`config.mk`:
```
export PLATFORM = sky130hd
export DESIGN_NAME = request_fingerprint_dedup_table
export DESIGN_NICKNAME = d
export VERILOG_FILES = /design/src/rtl/rfd_pkg.sv /design/src/rtl/request_fingerprint_dedup_table.sv /design/src/rtl/rfd_ctrl.sv /design/src/rtl/rfd_datapath.sv
export VERILOG_INCLUDE_DIRS = /design/src /design/src/rtl
export SDC_FILE = /design/constraint.sdc
export NUM_CORES = 2
export LEC_CHECK = 0
export BUFFER_PORTS_ARGS = -buffer_cell sky130_fd_sc_hd__buf_4
export CORE_ASPECT_RATIO = 0.9
export CORE_MARGIN = 3
export CORE_UTILIZATION = 65
export CTS_BUF_LIST = sky130_fd_sc_hd__clkbuf_8
export CTS_CLUSTER_DIAMETER = 100
export CTS_CLUSTER_SIZE = 28
export DETAILED_ROUTE_END_ITERATION = 8
export MAX_ROUTING_LAYER = met4
export PLACE_DENSITY = 0.88
export SLEW_MARGIN = 15
export SYNTH_ARGS = -nofsm -noshare
export SYNTH_HDL_FRONTEND = slang
export SYNTH_SLANG_ARGS = --single-unit
export TNS_END_PERCENT = 5
```
`constraint.sdc`:
```
create_clock -name clock -period 24.9 [get_ports clock]
set_input_delay 6.225 -clock clock [delete_from_list [all_inputs] [get_ports clock]]
set_output_delay 6.225 -clock clock [all_outputs]
set_load 0.05 [all_outputs]
```
`src/rtl/request_fingerprint_dedup_table_defines.svh`:
```
// ============================================================================
// Dedup table assertion macros
// Shared concurrent assertion forms for the dedup table RTL.
// ============================================================================
`ifndef REQUEST_FINGERPRINT_DEDUP_TABLE_DEFINES_SVH
`define REQUEST_FINGERPRINT_DEDUP_TABLE_DEFINES_SVH

// implication checked on every clock, off during reset
`define RFD_ASSERT_IMP(label, clk, rst, ante, cons, msg) \
   label: assert property (@(posedge clk) disable iff (rst) (ante) |-> (cons)) else $error(msg);

// next-cycle implication checked on every clock, off during reset
`define RFD_ASSERT_NEXT(label, clk, rst, ante, cons, msg) \
   label: assert property (@(posedge clk) disable iff (rst) (ante) |=> (cons)) else $error(msg);

`endif

```
`src/rtl/rfd_pkg.sv`:
```
// ============================================================================
// Dedup table package
// Shared constants and control types for the request dedup table.
// ============================================================================
`default_nettype none
package rfd_pkg;
   localparam int HistDepthDefault  = 8;
   localparam int EvictDepthDefault = 8;

   localparam logic [2:0] CMD_INSPECT     = 3'd0;
   localparam logic [2:0] CMD_RECORD      = 3'd1;
   localparam logic [2:0] CMD_CLEAR       = 3'd2;
   localparam logic [2:0] CMD_RESOLVE     = 3'd3;
   localparam logic [2:0] CMD_RESOLVE_DUP = 3'd4;

   localparam logic [1:0] VERDICT_NEW       = 2'd0;
   localparam logic [1:0] VERDICT_DUPLICATE = 2'd1;
   localparam logic [1:0] VERDICT_CONFLICT  = 2'd2;

   localparam logic [1:0] CSR_BUSY_CODE       = 2'd0;
   localparam logic [1:0] CSR_INCOMPLETE_CODE = 2'd1;
   localparam logic [1:0] CSR_RETRYABLE_MASK  = 2'd2;
   localparam logic [1:0] CSR_DUPLICATE_MASK  = 2'd3;

   // controller -> datapath
   typedef struct packed {
      logic capture;  // latch request, run compare
      logic execute;  // apply command, drive result
   } ctrl_type;
endpackage
`default_nettype wire

```
`src/rtl/request_fingerprint_dedup_table.sv`:
```
// ============================================================================
// Request fingerprint dedup table
// Start captures the request; the execute state applies it and registers result and strobe.
// Busy is high in the cycle after the transfer; no new command is taken while busy.
// Reset (synchronous, active high) empties both rings and zeroes pointers and configuration.
// ============================================================================
`default_nettype none
module request_fingerprint_dedup_table #(
   parameter int HISTORY_DEPTH = rfd_pkg::HistDepthDefault,
   parameter int EVICT_DEPTH   = rfd_pkg::EvictDepthDefault
) (
   input  wire logic        clock,
   input  wire logic        reset,
   input  wire logic        start,
   output logic             busy,
   input  wire logic        csr_write,
   input  wire logic [1:0]  csr_index,
   input  wire logic [7:0]  csr_data,
   input  wire logic [2:0]  req_command,
   input  wire logic [31:0] req_request_id,
   input  wire logic [31:0] req_frame_id,
   input  wire logic [31:0] req_session_id,
   input  wire logic [31:0] req_payload_crc,
   input  wire logic [15:0] req_packet_index,
   input  wire logic [15:0] req_packet_count,
   input  wire logic [7:0]  req_message_type,
   input  wire logic [1:0]  req_logical_flags,
   input  wire logic [2:0]  req_entry_index,
   input  wire logic [7:0]  req_result_code,
   input  wire logic [7:0]  req_result_flags,
   output logic             rsp_valid,
   output logic [1:0]       rsp_verdict,
   output logic             rsp_has_entry,
   output logic [2:0]       rsp_found_index,
   output logic             rsp_has_cached,
   output logic [7:0]       rsp_out_code,
   output logic [7:0]       rsp_out_flags
);
   rfd_pkg::ctrl_type ctrl;

   rfd_ctrl u_ctrl (
      .clock(clock), .reset(reset), .start(start), .busy(busy), .ctrl(ctrl)
   );

   rfd_datapath #(.HISTORY_DEPTH(HISTORY_DEPTH), .EVICT_DEPTH(EVICT_DEPTH)) u_dp (
      .clock(clock), .reset(reset), .ctrl(ctrl),
      .csr_write(csr_write), .csr_index(csr_index), .csr_data(csr_data),
      .req_command(req_command), .req_request_id(req_request_id),
      .req_frame_id(req_frame_id), .req_session_id(req_session_id),
      .req_payload_crc(req_payload_crc), .req_packet_index(req_packet_index),
      .req_packet_count(req_packet_count), .req_message_type(req_message_type),
      .req_logical_flags(req_logical_flags), .req_entry_index(req_entry_index),
      .req_result_code(req_result_code), .req_result_flags(req_result_flags),
      .rsp_valid(rsp_valid), .rsp_verdict(rsp_verdict), .rsp_has_entry(rsp_has_entry),
      .rsp_found_index(rsp_found_index), .rsp_has_cached(rsp_has_cached),
      .rsp_out_code(rsp_out_code), .rsp_out_flags(rsp_out_flags)
   );
endmodule
`default_nettype wire

```
`src/rtl/rfd_ctrl.sv`:
```
// ============================================================================
// Dedup table controller
// Two-step sequencer: capture and compare, then update and respond.
// ============================================================================
`default_nettype none
`include "request_fingerprint_dedup_table_defines.svh"
module rfd_ctrl (
   input  wire logic             clock,
   input  wire logic             reset,
   input  wire logic             start,
   output logic                  busy,
   output rfd_pkg::ctrl_type     ctrl
);
   localparam logic ST_IDLE = 1'b0;
   localparam logic ST_EXEC = 1'b1;

   logic state_ff, state_in;

   always_comb begin
      state_in = state_ff;
      unique case (state_ff)
         ST_IDLE: if (start) state_in = ST_EXEC;
         ST_EXEC: state_in = ST_IDLE;
         default: state_in = ST_IDLE;
      endcase
   end

   always_ff @(posedge clock) begin
      if (reset) state_ff <= ST_IDLE;
      else       state_ff <= state_in;
   end

   assign busy         = (state_ff == ST_EXEC);
   assign ctrl.capture = start && (state_ff == ST_IDLE);
   assign ctrl.execute = (state_ff == ST_EXEC);

   `RFD_ASSERT_NEXT(a_cap_then_exec, clock, reset, ctrl.capture, ctrl.execute, "capture not followed by execute")
   `RFD_ASSERT_NEXT(a_exec_then_idle, clock, reset, ctrl.execute, !ctrl.execute, "execute lasted two cycles")
   `RFD_ASSERT_IMP(a_no_overlap, clock, reset, ctrl.execute, !ctrl.capture, "capture during execute")
endmodule
`default_nettype wire

```
`src/rtl/rfd_datapath.sv`:
```
// ============================================================================
// Dedup table datapath
// History and eviction rings, parallel id compare, cache update, result regs.
// ============================================================================
`default_nettype none
`include "request_fingerprint_dedup_table_defines.svh"
module rfd_datapath #(
   parameter int HISTORY_DEPTH = rfd_pkg::HistDepthDefault,
   parameter int EVICT_DEPTH   = rfd_pkg::EvictDepthDefault
) (
   input  wire logic              clock,
   input  wire logic              reset,
   input  wire rfd_pkg::ctrl_type ctrl,
   input  wire logic              csr_write,
   input  wire logic [1:0]        csr_index,
   input  wire logic [7:0]        csr_data,
   input  wire logic [2:0]        req_command,
   input  wire logic [31:0]       req_request_id,
   input  wire logic [31:0]       req_frame_id,
   input  wire logic [31:0]       req_session_id,
   input  wire logic [31:0]       req_payload_crc,
   input  wire logic [15:0]       req_packet_index,
   input  wire logic [15:0]       req_packet_count,
   input  wire logic [7:0]        req_message_type,
   input  wire logic [1:0]        req_logical_flags,
   input  wire logic [2:0]        req_entry_index,
   input  wire logic [7:0]        req_result_code,
   input  wire logic [7:0]        req_result_flags,
   output logic                   rsp_valid,
   output logic [1:0]             rsp_verdict,
   output logic                   rsp_has_entry,
   output logic [2:0]             rsp_found_index,
   output logic                   rsp_has_cached,
   output logic [7:0]             rsp_out_code,
   output logic [7:0]             rsp_out_flags
);
   localparam int HW = (HISTORY_DEPTH > 1) ? $clog2(HISTORY_DEPTH) : 1;
   localparam int EW = (EVICT_DEPTH > 1) ? $clog2(EVICT_DEPTH) : 1;

   // configuration
   logic [7:0] busy_code_ff, incomplete_code_ff, retryable_mask_ff, duplicate_mask_ff;
   always_ff @(posedge clock) begin
      if (reset) begin
         busy_code_ff       <= '0;
         incomplete_code_ff <= '0;
         retryable_mask_ff  <= '0;
         duplicate_mask_ff  <= '0;
      end else if (csr_write) begin
         unique case (csr_index)
            rfd_pkg::CSR_BUSY_CODE:       busy_code_ff       <= csr_data;
            rfd_pkg::CSR_INCOMPLETE_CODE: incomplete_code_ff <= csr_data;
            rfd_pkg::CSR_RETRYABLE_MASK:  retryable_mask_ff  <= csr_data;
            rfd_pkg::CSR_DUPLICATE_MASK:  duplicate_mask_ff  <= csr_data;
            default: ;
         endcase
      end
   end

   // ring storage; payload arrays need no reset since occupancy gates reads
   logic [31:0] h_req_ff [HISTORY_DEPTH];
   logic [31:0] h_frm_ff [HISTORY_DEPTH];
   logic [31:0] h_ses_ff [HISTORY_DEPTH];
   logic [31:0] h_crc_ff [HISTORY_DEPTH];
   logic [15:0] h_idx_ff [HISTORY_DEPTH];
   logic [15:0] h_cnt_ff [HISTORY_DEPTH];
   logic [7:0]  h_typ_ff [HISTORY_DEPTH];
   logic [1:0]  h_flg_ff [HISTORY_DEPTH];
   logic [7:0]  h_ccode_ff [HISTORY_DEPTH];
   logic [7:0]  h_cflags_ff [HISTORY_DEPTH];
   logic [HISTORY_DEPTH-1:0] h_cached_ff, h_occ_ff;
   logic [31:0] e_req_ff [EVICT_DEPTH];
   logic [EVICT_DEPTH-1:0] e_occ_ff;
   logic [HW-1:0] h_next_ff;
   logic [EW-1:0] e_next_ff;

   // captured request
   logic [2:0]  cmd_ff;
   logic [31:0] rid_ff, fid_ff, sid_ff, crc_ff;
   logic [15:0] pidx_ff, pcnt_ff;
   logic [7:0]  mtype_ff, rcode_ff, rflags_ff;
   logic [1:0]  lflags_ff;
   logic [2:0]  eidx_ff;
   // compare results registered in the capture cycle
   logic [HISTORY_DEPTH-1:0] hit_ff, same_ff;
   logic [EVICT_DEPTH-1:0]   ehit_ff;

   always_ff @(posedge clock) begin
      if (ctrl.capture) begin
         cmd_ff    <= req_command;
         rid_ff    <= req_request_id;
         fid_ff    <= req_frame_id;
         sid_ff    <= req_session_id;
         crc_ff    <= req_payload_crc;
         pidx_ff   <= req_packet_index;
         pcnt_ff   <= req_packet_count;
         mtype_ff  <= req_message_type;
         lflags_ff <= req_logical_flags;
         eidx_ff   <= req_entry_index;
         rcode_ff  <= req_result_code;
         rflags_ff <= req_result_flags;
         for (int i = 0; i < HISTORY_DEPTH; i++) begin
            hit_ff[i]  <= h_occ_ff[i] && (h_req_ff[i] == req_request_id);
            same_ff[i] <= (h_frm_ff[i] == req_frame_id) && (h_ses_ff[i] == req_session_id)
                       && (h_crc_ff[i] == req_payload_crc)
                       && (h_idx_ff[i] == req_packet_index)
                       && (h_cnt_ff[i] == req_packet_count)
                       && (h_typ_ff[i] == req_message_type)
                       && (h_flg_ff[i] == req_logical_flags);
         end
         for (int i = 0; i < EVICT_DEPTH; i++)
            ehit_ff[i] <= e_occ_ff[i] && (e_req_ff[i] == req_request_id);
      end
   end

   // lowest-index hit
   logic          any_hit;
   logic [HW-1:0] hit_idx;
   always_comb begin
      any_hit = 1'b0;
      hit_idx = '0;
      for (int i = HISTORY_DEPTH - 1; i >= 0; i--) begin
         if (hit_ff[i]) begin
            any_hit = 1'b1;
            hit_idx = HW'(i);
         end
      end
   end

   // resolve index in range?
   logic          res_ok;
   logic [HW-1:0] res_idx;
   always_comb begin
      res_ok  = ({29'd0, eidx_ff} < HISTORY_DEPTH);
      res_idx = HW'(eidx_ff);
   end

   logic transient;
   assign transient = (rcode_ff == busy_code_ff) || (rcode_ff == incomplete_code_ff)
                   || ((rflags_ff & retryable_mask_ff) != 8'd0);

   logic is_inspect, is_resolve, dup_ret, do_record, victim;
   assign is_inspect = (cmd_ff == rfd_pkg::CMD_INSPECT) || (cmd_ff == rfd_pkg::CMD_RECORD);
   assign is_resolve = (cmd_ff == rfd_pkg::CMD_RESOLVE) || (cmd_ff == rfd_pkg::CMD_RESOLVE_DUP);
   assign dup_ret    = (cmd_ff == rfd_pkg::CMD_RESOLVE_DUP) && res_ok && h_cached_ff[res_idx];
   assign do_record  = ctrl.execute && (cmd_ff == rfd_pkg::CMD_RECORD) && !any_hit
                    && (ehit_ff == '0);
   assign victim     = h_occ_ff[h_next_ff];

   // ring update
   always_ff @(posedge clock) begin
      if (do_record) begin
         h_req_ff[h_next_ff] <= rid_ff;
         h_frm_ff[h_next_ff] <= fid_ff;
         h_ses_ff[h_next_ff] <= sid_ff;
         h_crc_ff[h_next_ff] <= crc_ff;
         h_idx_ff[h_next_ff] <= pidx_ff;
         h_cnt_ff[h_next_ff] <= pcnt_ff;
         h_typ_ff[h_next_ff] <= mtype_ff;
         h_flg_ff[h_next_ff] <= lflags_ff;
         if (victim) e_req_ff[e_next_ff] <= h_req_ff[h_next_ff];
      end
   end

   always_ff @(posedge clock) begin
      if (reset || (ctrl.execute && cmd_ff == rfd_pkg::CMD_CLEAR)) begin
         h_occ_ff    <= '0;
         h_cached_ff <= '0;
         e_occ_ff    <= '0;
         h_next_ff   <= '0;
         e_next_ff   <= '0;
      end else if (do_record) begin
         h_occ_ff[h_next_ff]    <= 1'b1;
         h_cached_ff[h_next_ff] <= 1'b0;
         h_next_ff <= (32'(h_next_ff) == HISTORY_DEPTH - 1) ? '0 : h_next_ff + 1'b1;
         if (victim) begin
            e_occ_ff[e_next_ff] <= 1'b1;
            e_next_ff <= (32'(e_next_ff) == EVICT_DEPTH - 1) ? '0 : e_next_ff + 1'b1;
         end
      end else if (ctrl.execute && is_resolve && res_ok && !dup_ret && !transient) begin
         h_cached_ff[res_idx] <= 1'b1;
      end
   end

   always_ff @(posedge clock) begin
      if (ctrl.execute && is_resolve && res_ok && !dup_ret && !transient) begin
         h_ccode_ff[res_idx]  <= rcode_ff;
         h_cflags_ff[res_idx] <= rflags_ff;
      end
   end

   // result register
   logic [1:0] verdict_in;
   logic       has_entry_in, has_cached_in;
   logic [2:0] found_in;
   logic [7:0] code_in, flags_in;
   always_comb begin
      verdict_in    = rfd_pkg::VERDICT_NEW;
      has_entry_in  = 1'b0;
      found_in      = '0;
      has_cached_in = 1'b0;
      code_in       = '0;
      flags_in      = '0;
      if (is_inspect) begin
         if (any_hit) begin
            verdict_in    = same_ff[hit_idx] ? rfd_pkg::VERDICT_DUPLICATE
                                             : rfd_pkg::VERDICT_CONFLICT;
            has_entry_in  = 1'b1;
            found_in      = 3'(hit_idx);
            has_cached_in = h_cached_ff[hit_idx];
            code_in       = h_cached_ff[hit_idx] ? h_ccode_ff[hit_idx] : 8'd0;
            flags_in      = h_cached_ff[hit_idx] ? h_cflags_ff[hit_idx] : 8'd0;
         end else if (ehit_ff != '0) begin
            verdict_in = rfd_pkg::VERDICT_CONFLICT;
         end else if (do_record) begin
            has_entry_in = 1'b1;
            found_in     = 3'(h_next_ff);
         end
      end else if (is_resolve) begin
         if (!res_ok) begin
            code_in  = rcode_ff;
            flags_in = rflags_ff;
         end else begin
            has_entry_in = 1'b1;
            found_in     = eidx_ff;
            if (dup_ret) begin
               verdict_in    = rfd_pkg::VERDICT_DUPLICATE;
               has_cached_in = 1'b1;
               code_in       = h_ccode_ff[res_idx];
               flags_in      = h_cflags_ff[res_idx] | duplicate_mask_ff;
            end else begin
               has_cached_in = h_cached_ff[res_idx] || !transient;
               code_in       = rcode_ff;
               flags_in      = rflags_ff;
            end
         end
      end
   end

   logic rsp_valid_ff;
   always_ff @(posedge clock) begin
      if (reset) rsp_valid_ff <= 1'b0;
      else       rsp_valid_ff <= ctrl.execute;
   end
   always_ff @(posedge clock) begin
      if (ctrl.execute) begin
         rsp_verdict     <= verdict_in;
         rsp_has_entry   <= has_entry_in;
         rsp_found_index <= found_in;
         rsp_has_cached  <= has_cached_in;
         rsp_out_code    <= code_in;
         rsp_out_flags   <= flags_in;
      end
   end
   assign rsp_valid = rsp_valid_ff;

   `RFD_ASSERT_NEXT(a_valid_follows, clock, reset, ctrl.execute, rsp_valid, "missing result strobe")
   `RFD_ASSERT_NEXT(a_no_evict_without_victim, clock, reset, do_record && !victim, $stable(e_occ_ff), "eviction without a victim")
   `RFD_ASSERT_NEXT(a_record_occupies, clock, reset, do_record && (cmd_ff == rfd_pkg::CMD_RECORD), h_occ_ff != '0, "recorded slot not occupied")
endmodule
`default_nettype wire

```
== Word level (Yosys, flattened, before mapping) ==
Memory sizes are Yosys's and may differ from the RTL's. A register that Yosys moved wholly into a read port is not among the register bits.
Cells that the tools add are included.

* Bits in registers: 303
* Bits in writable memories: 1744
* Input port bits: 206
* Output and inout bits: 25
* Word-level logic and storage cells: 315
* Memories kept: 11

{| class="wikitable"
|+ Memory list
! name !! depth !! width !! rd ports !! clocked after Yosys merged registers in !! write ports !! line !! source
|-
| u_dp.e_req_ff || 8 || 32 || 8 || 0 || 1 || rfd_datapath.sv:71 || <nowiki>logic [31:0] e_req_ff [EVICT_DEPTH];</nowiki>
|-
| u_dp.h_crc_ff || 8 || 32 || 8 || 0 || 1 || rfd_datapath.sv:63 || <nowiki>logic [31:0] h_crc_ff [HISTORY_DEPTH];</nowiki>
|-
| u_dp.h_frm_ff || 8 || 32 || 8 || 0 || 1 || rfd_datapath.sv:61 || <nowiki>logic [31:0] h_frm_ff [HISTORY_DEPTH];</nowiki>
|-
| u_dp.h_req_ff || 8 || 32 || 9 || 1 || 1 || rfd_datapath.sv:60 || <nowiki>logic [31:0] h_req_ff [HISTORY_DEPTH];</nowiki>
|-
| u_dp.h_ses_ff || 8 || 32 || 8 || 0 || 1 || rfd_datapath.sv:62 || <nowiki>logic [31:0] h_ses_ff [HISTORY_DEPTH];</nowiki>
|-
| u_dp.h_cnt_ff || 8 || 16 || 8 || 0 || 1 || rfd_datapath.sv:65 || <nowiki>logic [15:0] h_cnt_ff [HISTORY_DEPTH];</nowiki>
|-
| 5 more memories || - || - || - || - || - || - ||
|}

* Add/subtract/negate cells: 2
* $lt $le $gt $ge: 7
* Equality and inequality tests: 83
* Mux-type cells: 76
* Bitwise operators: 8
* Reductions and logical operators: 96

{| class="wikitable"
|+ Operator list
! kind !! number
|-
| 32-bit == test || 40
|-
| 16-bit == test || 16
|-
| 8-bit two-way mux || 12
|-
| 8-bit == test || 10
|-
| 1-bit logical AND || 76
|-
| 3-bit two-way mux || 19
|-
| 1-bit two-way mux || 32
|-
| 8-bit OR || 4
|-
| 8-bit bitwise AND || 2
|-
| 2-bit == test || 8
|-
| 3-bit by 4-bit < comparator with 1-bit output (second input constant) || 4
|-
| 8-bit nonzero test || 2
|-
| 1-bit binary-select mux with 3-bit select || 4
|-
| 2-bit two-way mux || 5
|-
| 2-bit AND reduction || 5
|-
| 1-bit demux with 3-bit select || 3
|-
| 3-bit == test (second input constant) || 3
|-
| 3-bit by 1-bit greater-or-equal comparator with 1-bit output (second input constant) || 3
|-
| 8-bit zero test || 1
|-
| 8-bit inverter || 1
|-
| 3-bit by 1-bit adder with 3-bit output (second input constant) || 2
|-
| 3-bit by 2-bit == test with 1-bit output (second input constant) || 2
|-
| 1-bit logical OR || 6
|-
| 2-bit == test (second input constant) || 2
|-
| 8 further kinds || 10
|}

== Depth between registers and ports, before layout ==
* Depth after elaboration: 15
* Gate-level depth with buffers: 9

== Cells and area by module ==
Synthesis repeated with hierarchy kept, for this count alone.

* Cell total of the unflattened synthesis: 5199
* Area, all modules: 85693.4 um^2

{| class="wikitable"
|+ By module, submodules not included
! module !! instances !! cells each !! area an instance (um^2) !! seq. area each (um^2)
|-
| rfd_datapath || 1 || 5195 || 85647.1 || 60928.4
|-
| rfd_ctrl || 1 || 4 || 46.3 || 20.0
|}

== Least setup slack after synthesis ==
No wires, ideal clock.

* Path kind: register -> register
* Start point: reg u_ctrl.state_ff (netlist: u_ctrl.busy)
* End point: mem u_dp.h_cnt_ff[1][0] (enable)
* Arrival: 17.910 ns
* Data required time: 23.783 ns
* Slack: 5.872 ns
* Stages on the path, launching flop included: 4
* Period minus slack after synthesis: 19.028 ns
* Path through: dfxtp_1 nand3_1 or2_1 nor4_1

* Longest elaborated chain between the ends: 5

{| class="wikitable"
|+ RTL lines
! item !! line !! source
|-
| from (decl) || rfd_ctrl.sv:17 || <nowiki>logic state_ff, state_in;</nowiki>
|-
| from (signal assigned) || rfd_ctrl.sv:30 || <nowiki>else state_ff <= state_in;</nowiki>
|-
| 1-bit logical AND (2 in series) || rfd_datapath.sv:145 || <nowiki>assign do_record = ctrl.execute && (cmd_ff == rfd_pkg::CMD_RECORD) && !any_hit</nowiki>
|-
| 1-bit logical AND || rfd_datapath.sv:146 || <nowiki>&& (ehit_ff == '0);</nowiki>
|-
| 1-bit two-way mux || rfd_datapath.sv:151 || <nowiki>if (do_record) begin</nowiki>
|-
| 1-bit two-way mux (implied by the code) || rfd_datapath.sv:157 || <nowiki>h_cnt_ff[h_next_ff] <= pcnt_ff;</nowiki>
|-
| to (decl) || rfd_datapath.sv:65 ||
|}

Every way passes these cells.

== Worst setup path in the final report ==
* Start point: in req_session_id[1]
* End point: reg u_dp.same_ff[0], data pin

* Longest elaborated chain between the ends: 7

{| class="wikitable"
|+ RTL lines
! item !! line !! source
|-
| from (decl) || request_fingerprint_dedup_table.sv:22 || <nowiki>input wire logic [31:0] req_session_id,</nowiki>
|-
| 32-bit == test || rfd_datapath.sv:103 || <nowiki>same_ff[i] <= (h_frm_ff[i] == req_frame_id) && (h_ses_ff[i] == req_session_id)</nowiki>
|-
| 1-bit logical AND || rfd_datapath.sv:103 ||
|-
| 1-bit logical AND || rfd_datapath.sv:104 || <nowiki>&& (h_crc_ff[i] == req_payload_crc)</nowiki>
|-
| 1-bit logical AND || rfd_datapath.sv:105 || <nowiki>&& (h_idx_ff[i] == req_packet_index)</nowiki>
|-
| 1-bit logical AND || rfd_datapath.sv:106 || <nowiki>&& (h_cnt_ff[i] == req_packet_count)</nowiki>
|-
| 1-bit logical AND || rfd_datapath.sv:107 || <nowiki>&& (h_typ_ff[i] == req_message_type)</nowiki>
|-
| 1-bit logical AND || rfd_datapath.sv:108 || <nowiki>&& (h_flg_ff[i] == req_logical_flags);</nowiki>
|-
| to (signal, indexed assignment) || rfd_datapath.sv:103 ||
|-
| to (decl) || rfd_datapath.sv:84 || <nowiki>logic [HISTORY_DEPTH-1:0] hit_ff, same_ff;</nowiki>
|}

Every way passes these cells.
A chain may end at the register's enable or synchronous reset.

==> results.toml <==
[cts]
clock_latency_ps = 960
cts_setup_buffers = 0
cts.clk_slew.worst_paths_ps = 150
clockBufferDepth = 3
cts.sinks = 2053
numCtsBuffers = 84
cts_tree = "built"
hold_buffers = 0
htreeDepth = 3
ctsResizeCount = 0
root_buffer = "clkbuf_8"

[final_layout]
nets = 5577
layout.cells.non_filler = 7170
fin_area_sq_um = 90900
area_growth_pct = 5.57
drive_above_1_share = 0.105
multiInputGateArea_sq_um = 23800
final_cell_mix = "1,983 x edfxtp_1, 1,082 x xnor2_1, 458 x xor2_1"
seq_area_sq_um = 61000
n_fill_cell = 8304
final_core_util = 0.692
layout_commonest_cell = "edfxtp_1"

[hold_path]
holdCritPathClass = "flop to flop"
worst_hold_startpoint = "u_dp.e_occ_ff[4]"

[placement]
dp_hpwl_mm = 195
numPortBuffers = 230
place_area_sq_um = 89300
dp.cells = 7009
gp_congestion = 1.13

[critical_path]
cp-startpoint = "req_session_id[1]"
worst-path-max-fanout = 10
crit_type = "primary input to flop"
crit_path_start_kind = "primary input"
worstSetupEndpointType = "flop"
crit_arrival_ps = 9100
critical_path_required_ps = 25680
crit-reg2reg-launch = "u_dp.ehit_ff[5]"

[synthesis]
syn_area_per_cell_sq_um = 16.3
synth_seq_cells = 2053
synth_fa_ha_area_frac = 0.000582
syn_inst = 5296
synth_edf_count = 1983
ys_types = 72
synth_ff_type = "edfxtp_1"
synth_fp_nets = 5506
seq_area_frac_synth = 0.708
synthArstFlopShare = 0
synth_compound_gate_area_share = 0.0263
synth_xor_area_frac = 0.157
synth_top_family_by_area = "XOR/XNOR gates"
synth_mux_area_frac = 0.0355
yosys.area_share.simple = 0.0548
synth_area_sq_um = 86100
synth_warnings = 0

[die]
dieHeight_um = 351
start_util = 0.655
die-area_sq_um = 137000
die_w_um = 390
fp-row-count = 126
core_sq_um = 131000
io_pins = 231

[power]
peakVddDrop_mv = 0.0449
power-per-cell-area_nw_per_um2 = 61.9
finalPower_w = 0.00563
p_leak_nw = 27.6

[grt]
grt_start_max_net_pins = 152
track_usage = 0.426
grt.overflow.total = 0
grt_pass1_wl_mm = 384
antenna_found_initial = 24
grt_pass1_vias = 48100

[drt]
drcViolationCount = 11
drt_pre_antenna_iters = 9
vias_per_cell = 7.29
wl_per_cell_um = 39.9
vias = 52300
routed_wl_mm = 286
drt_first_iter_violations = 11400
ant_nets = 0

[sta]
tns_ps = 0
setup_viol = 0
finalClockSkew_ps = 73.9
fin_crit_sh = 0.334
maxSlewViolCount = 2
max_freq_ghz = 0.120
slew_headroom = -0.0977
layout_min_cycle_time_ps = 8320
hold_viol = 0
rsz0062_at_grt = "no"
tightest_slew_ps = 1630

[status]
violations = "design-rule violations, max-capacitance violations, max-slew violations"
outcome = "finished with violations"

[job]
drv_cap = 2
==> cells in the mapped netlist (53+ instances only) <==
master / count / area, sq um
a21oi_1: 95 / 475
buf_2: 95 / 475
clkbuf_1: 187 / 702
dfxtp_1: 70 / 1400
edfxtp_1: 1983 / 59500
inv_1: 75 / 282
mux4_2: 98 / 2210
nand2_1: 53 / 199
nand4_1: 305 / 1910
nor2_1: 100 / 375
nor4_1: 202 / 1260
xnor2_1: 1083 / 9490
xor2_1: 458 / 4010
==> worst max-delay path, stage by stage <==
cell and delay [ps]:
buf_4 260, xnor2_1 180, nand4_1 610, nor4_1 840, nand2_1 300, nor4_1 400
and4_1 250
==> cell type report <==
class | count | area share
tap | 1728 | 0.0238
clock buffer | 85 | 0.0129
timing repair buffer | 278 | 0.0237
antenna | 39 | 0.00107
multi-input combinational | 2874 | 0.262
clock inverter | 37 | 0.00224
sequential | 2053 | 0.671
inverter | 76 | 0.00314
==> power by group <==
part / internal (W) / switching, W
combinational: 0.000131 / 0.000285
clock: 0.000325 / 0.000996
sequential: 0.00381 / 0.0000823
total: 0.00426 / 0.00136
==> worst paths after layout <==
check             slack, ps  cells past startpoint                   end
hold / removal          490                      1      u_dp.e_occ_ff[4]
hold reg to reg         490                      1      u_dp.e_occ_ff[4]
setup / recovery      16580                      7       u_dp.same_ff[0]
setup reg to reg      19410                      7  u_dp.h_crc_ff[5][16]
==> kinds of logic (layout without fill, tap and decap cells) <==
kind of cell / count (synthesis) / count (layout)
adder cells (fa/ha/maj): 4 / 4
multiplexers: 178 / 178
buffers and inverters: 369 / 476
AO/OA/AOI/OAI: 334 / 334
XOR/XNOR: 1541 / 1541
AND/OR/NAND/NOR: 817 / 817
flip-flops: 2053 / 2053
other: 0 / 39
==> state kept, by name, summed over array words and instances (netlist names), 64 cells and up, named ones only <==
signal and count:
u_dp.e_req_ff 256, u_dp.h_crc_ff 256, u_dp.h_frm_ff 256, u_dp.h_req_ff 256, u_dp.h_ses_ff 256, u_dp.h_cnt_ff 128
u_dp.h_idx_ff 128, u_dp.h_ccode_ff 64, u_dp.h_cflags_ff 64, u_dp.h_typ_ff 64
==> metal layers <==
layer,vias up,routed length [um],global-route usage
met5,-,0,-
met4,0,14600,0.158
met3,853,59300,0.222
met2,5680,117000,0.563
met1,25900,95600,0.561
li1,19900,-,-
==> metrics by stage <==
step,hold WS [ps],worst slack [ps]
2_1_floorplan,440,5870
5_1_grt,524,16530
3_5_place_dp,461,15700
4_1_cts,493,16650
6_report,494,16580
3_3_place_gp,447,15710
No activity file was read; power rests on OpenSTA's default activity.
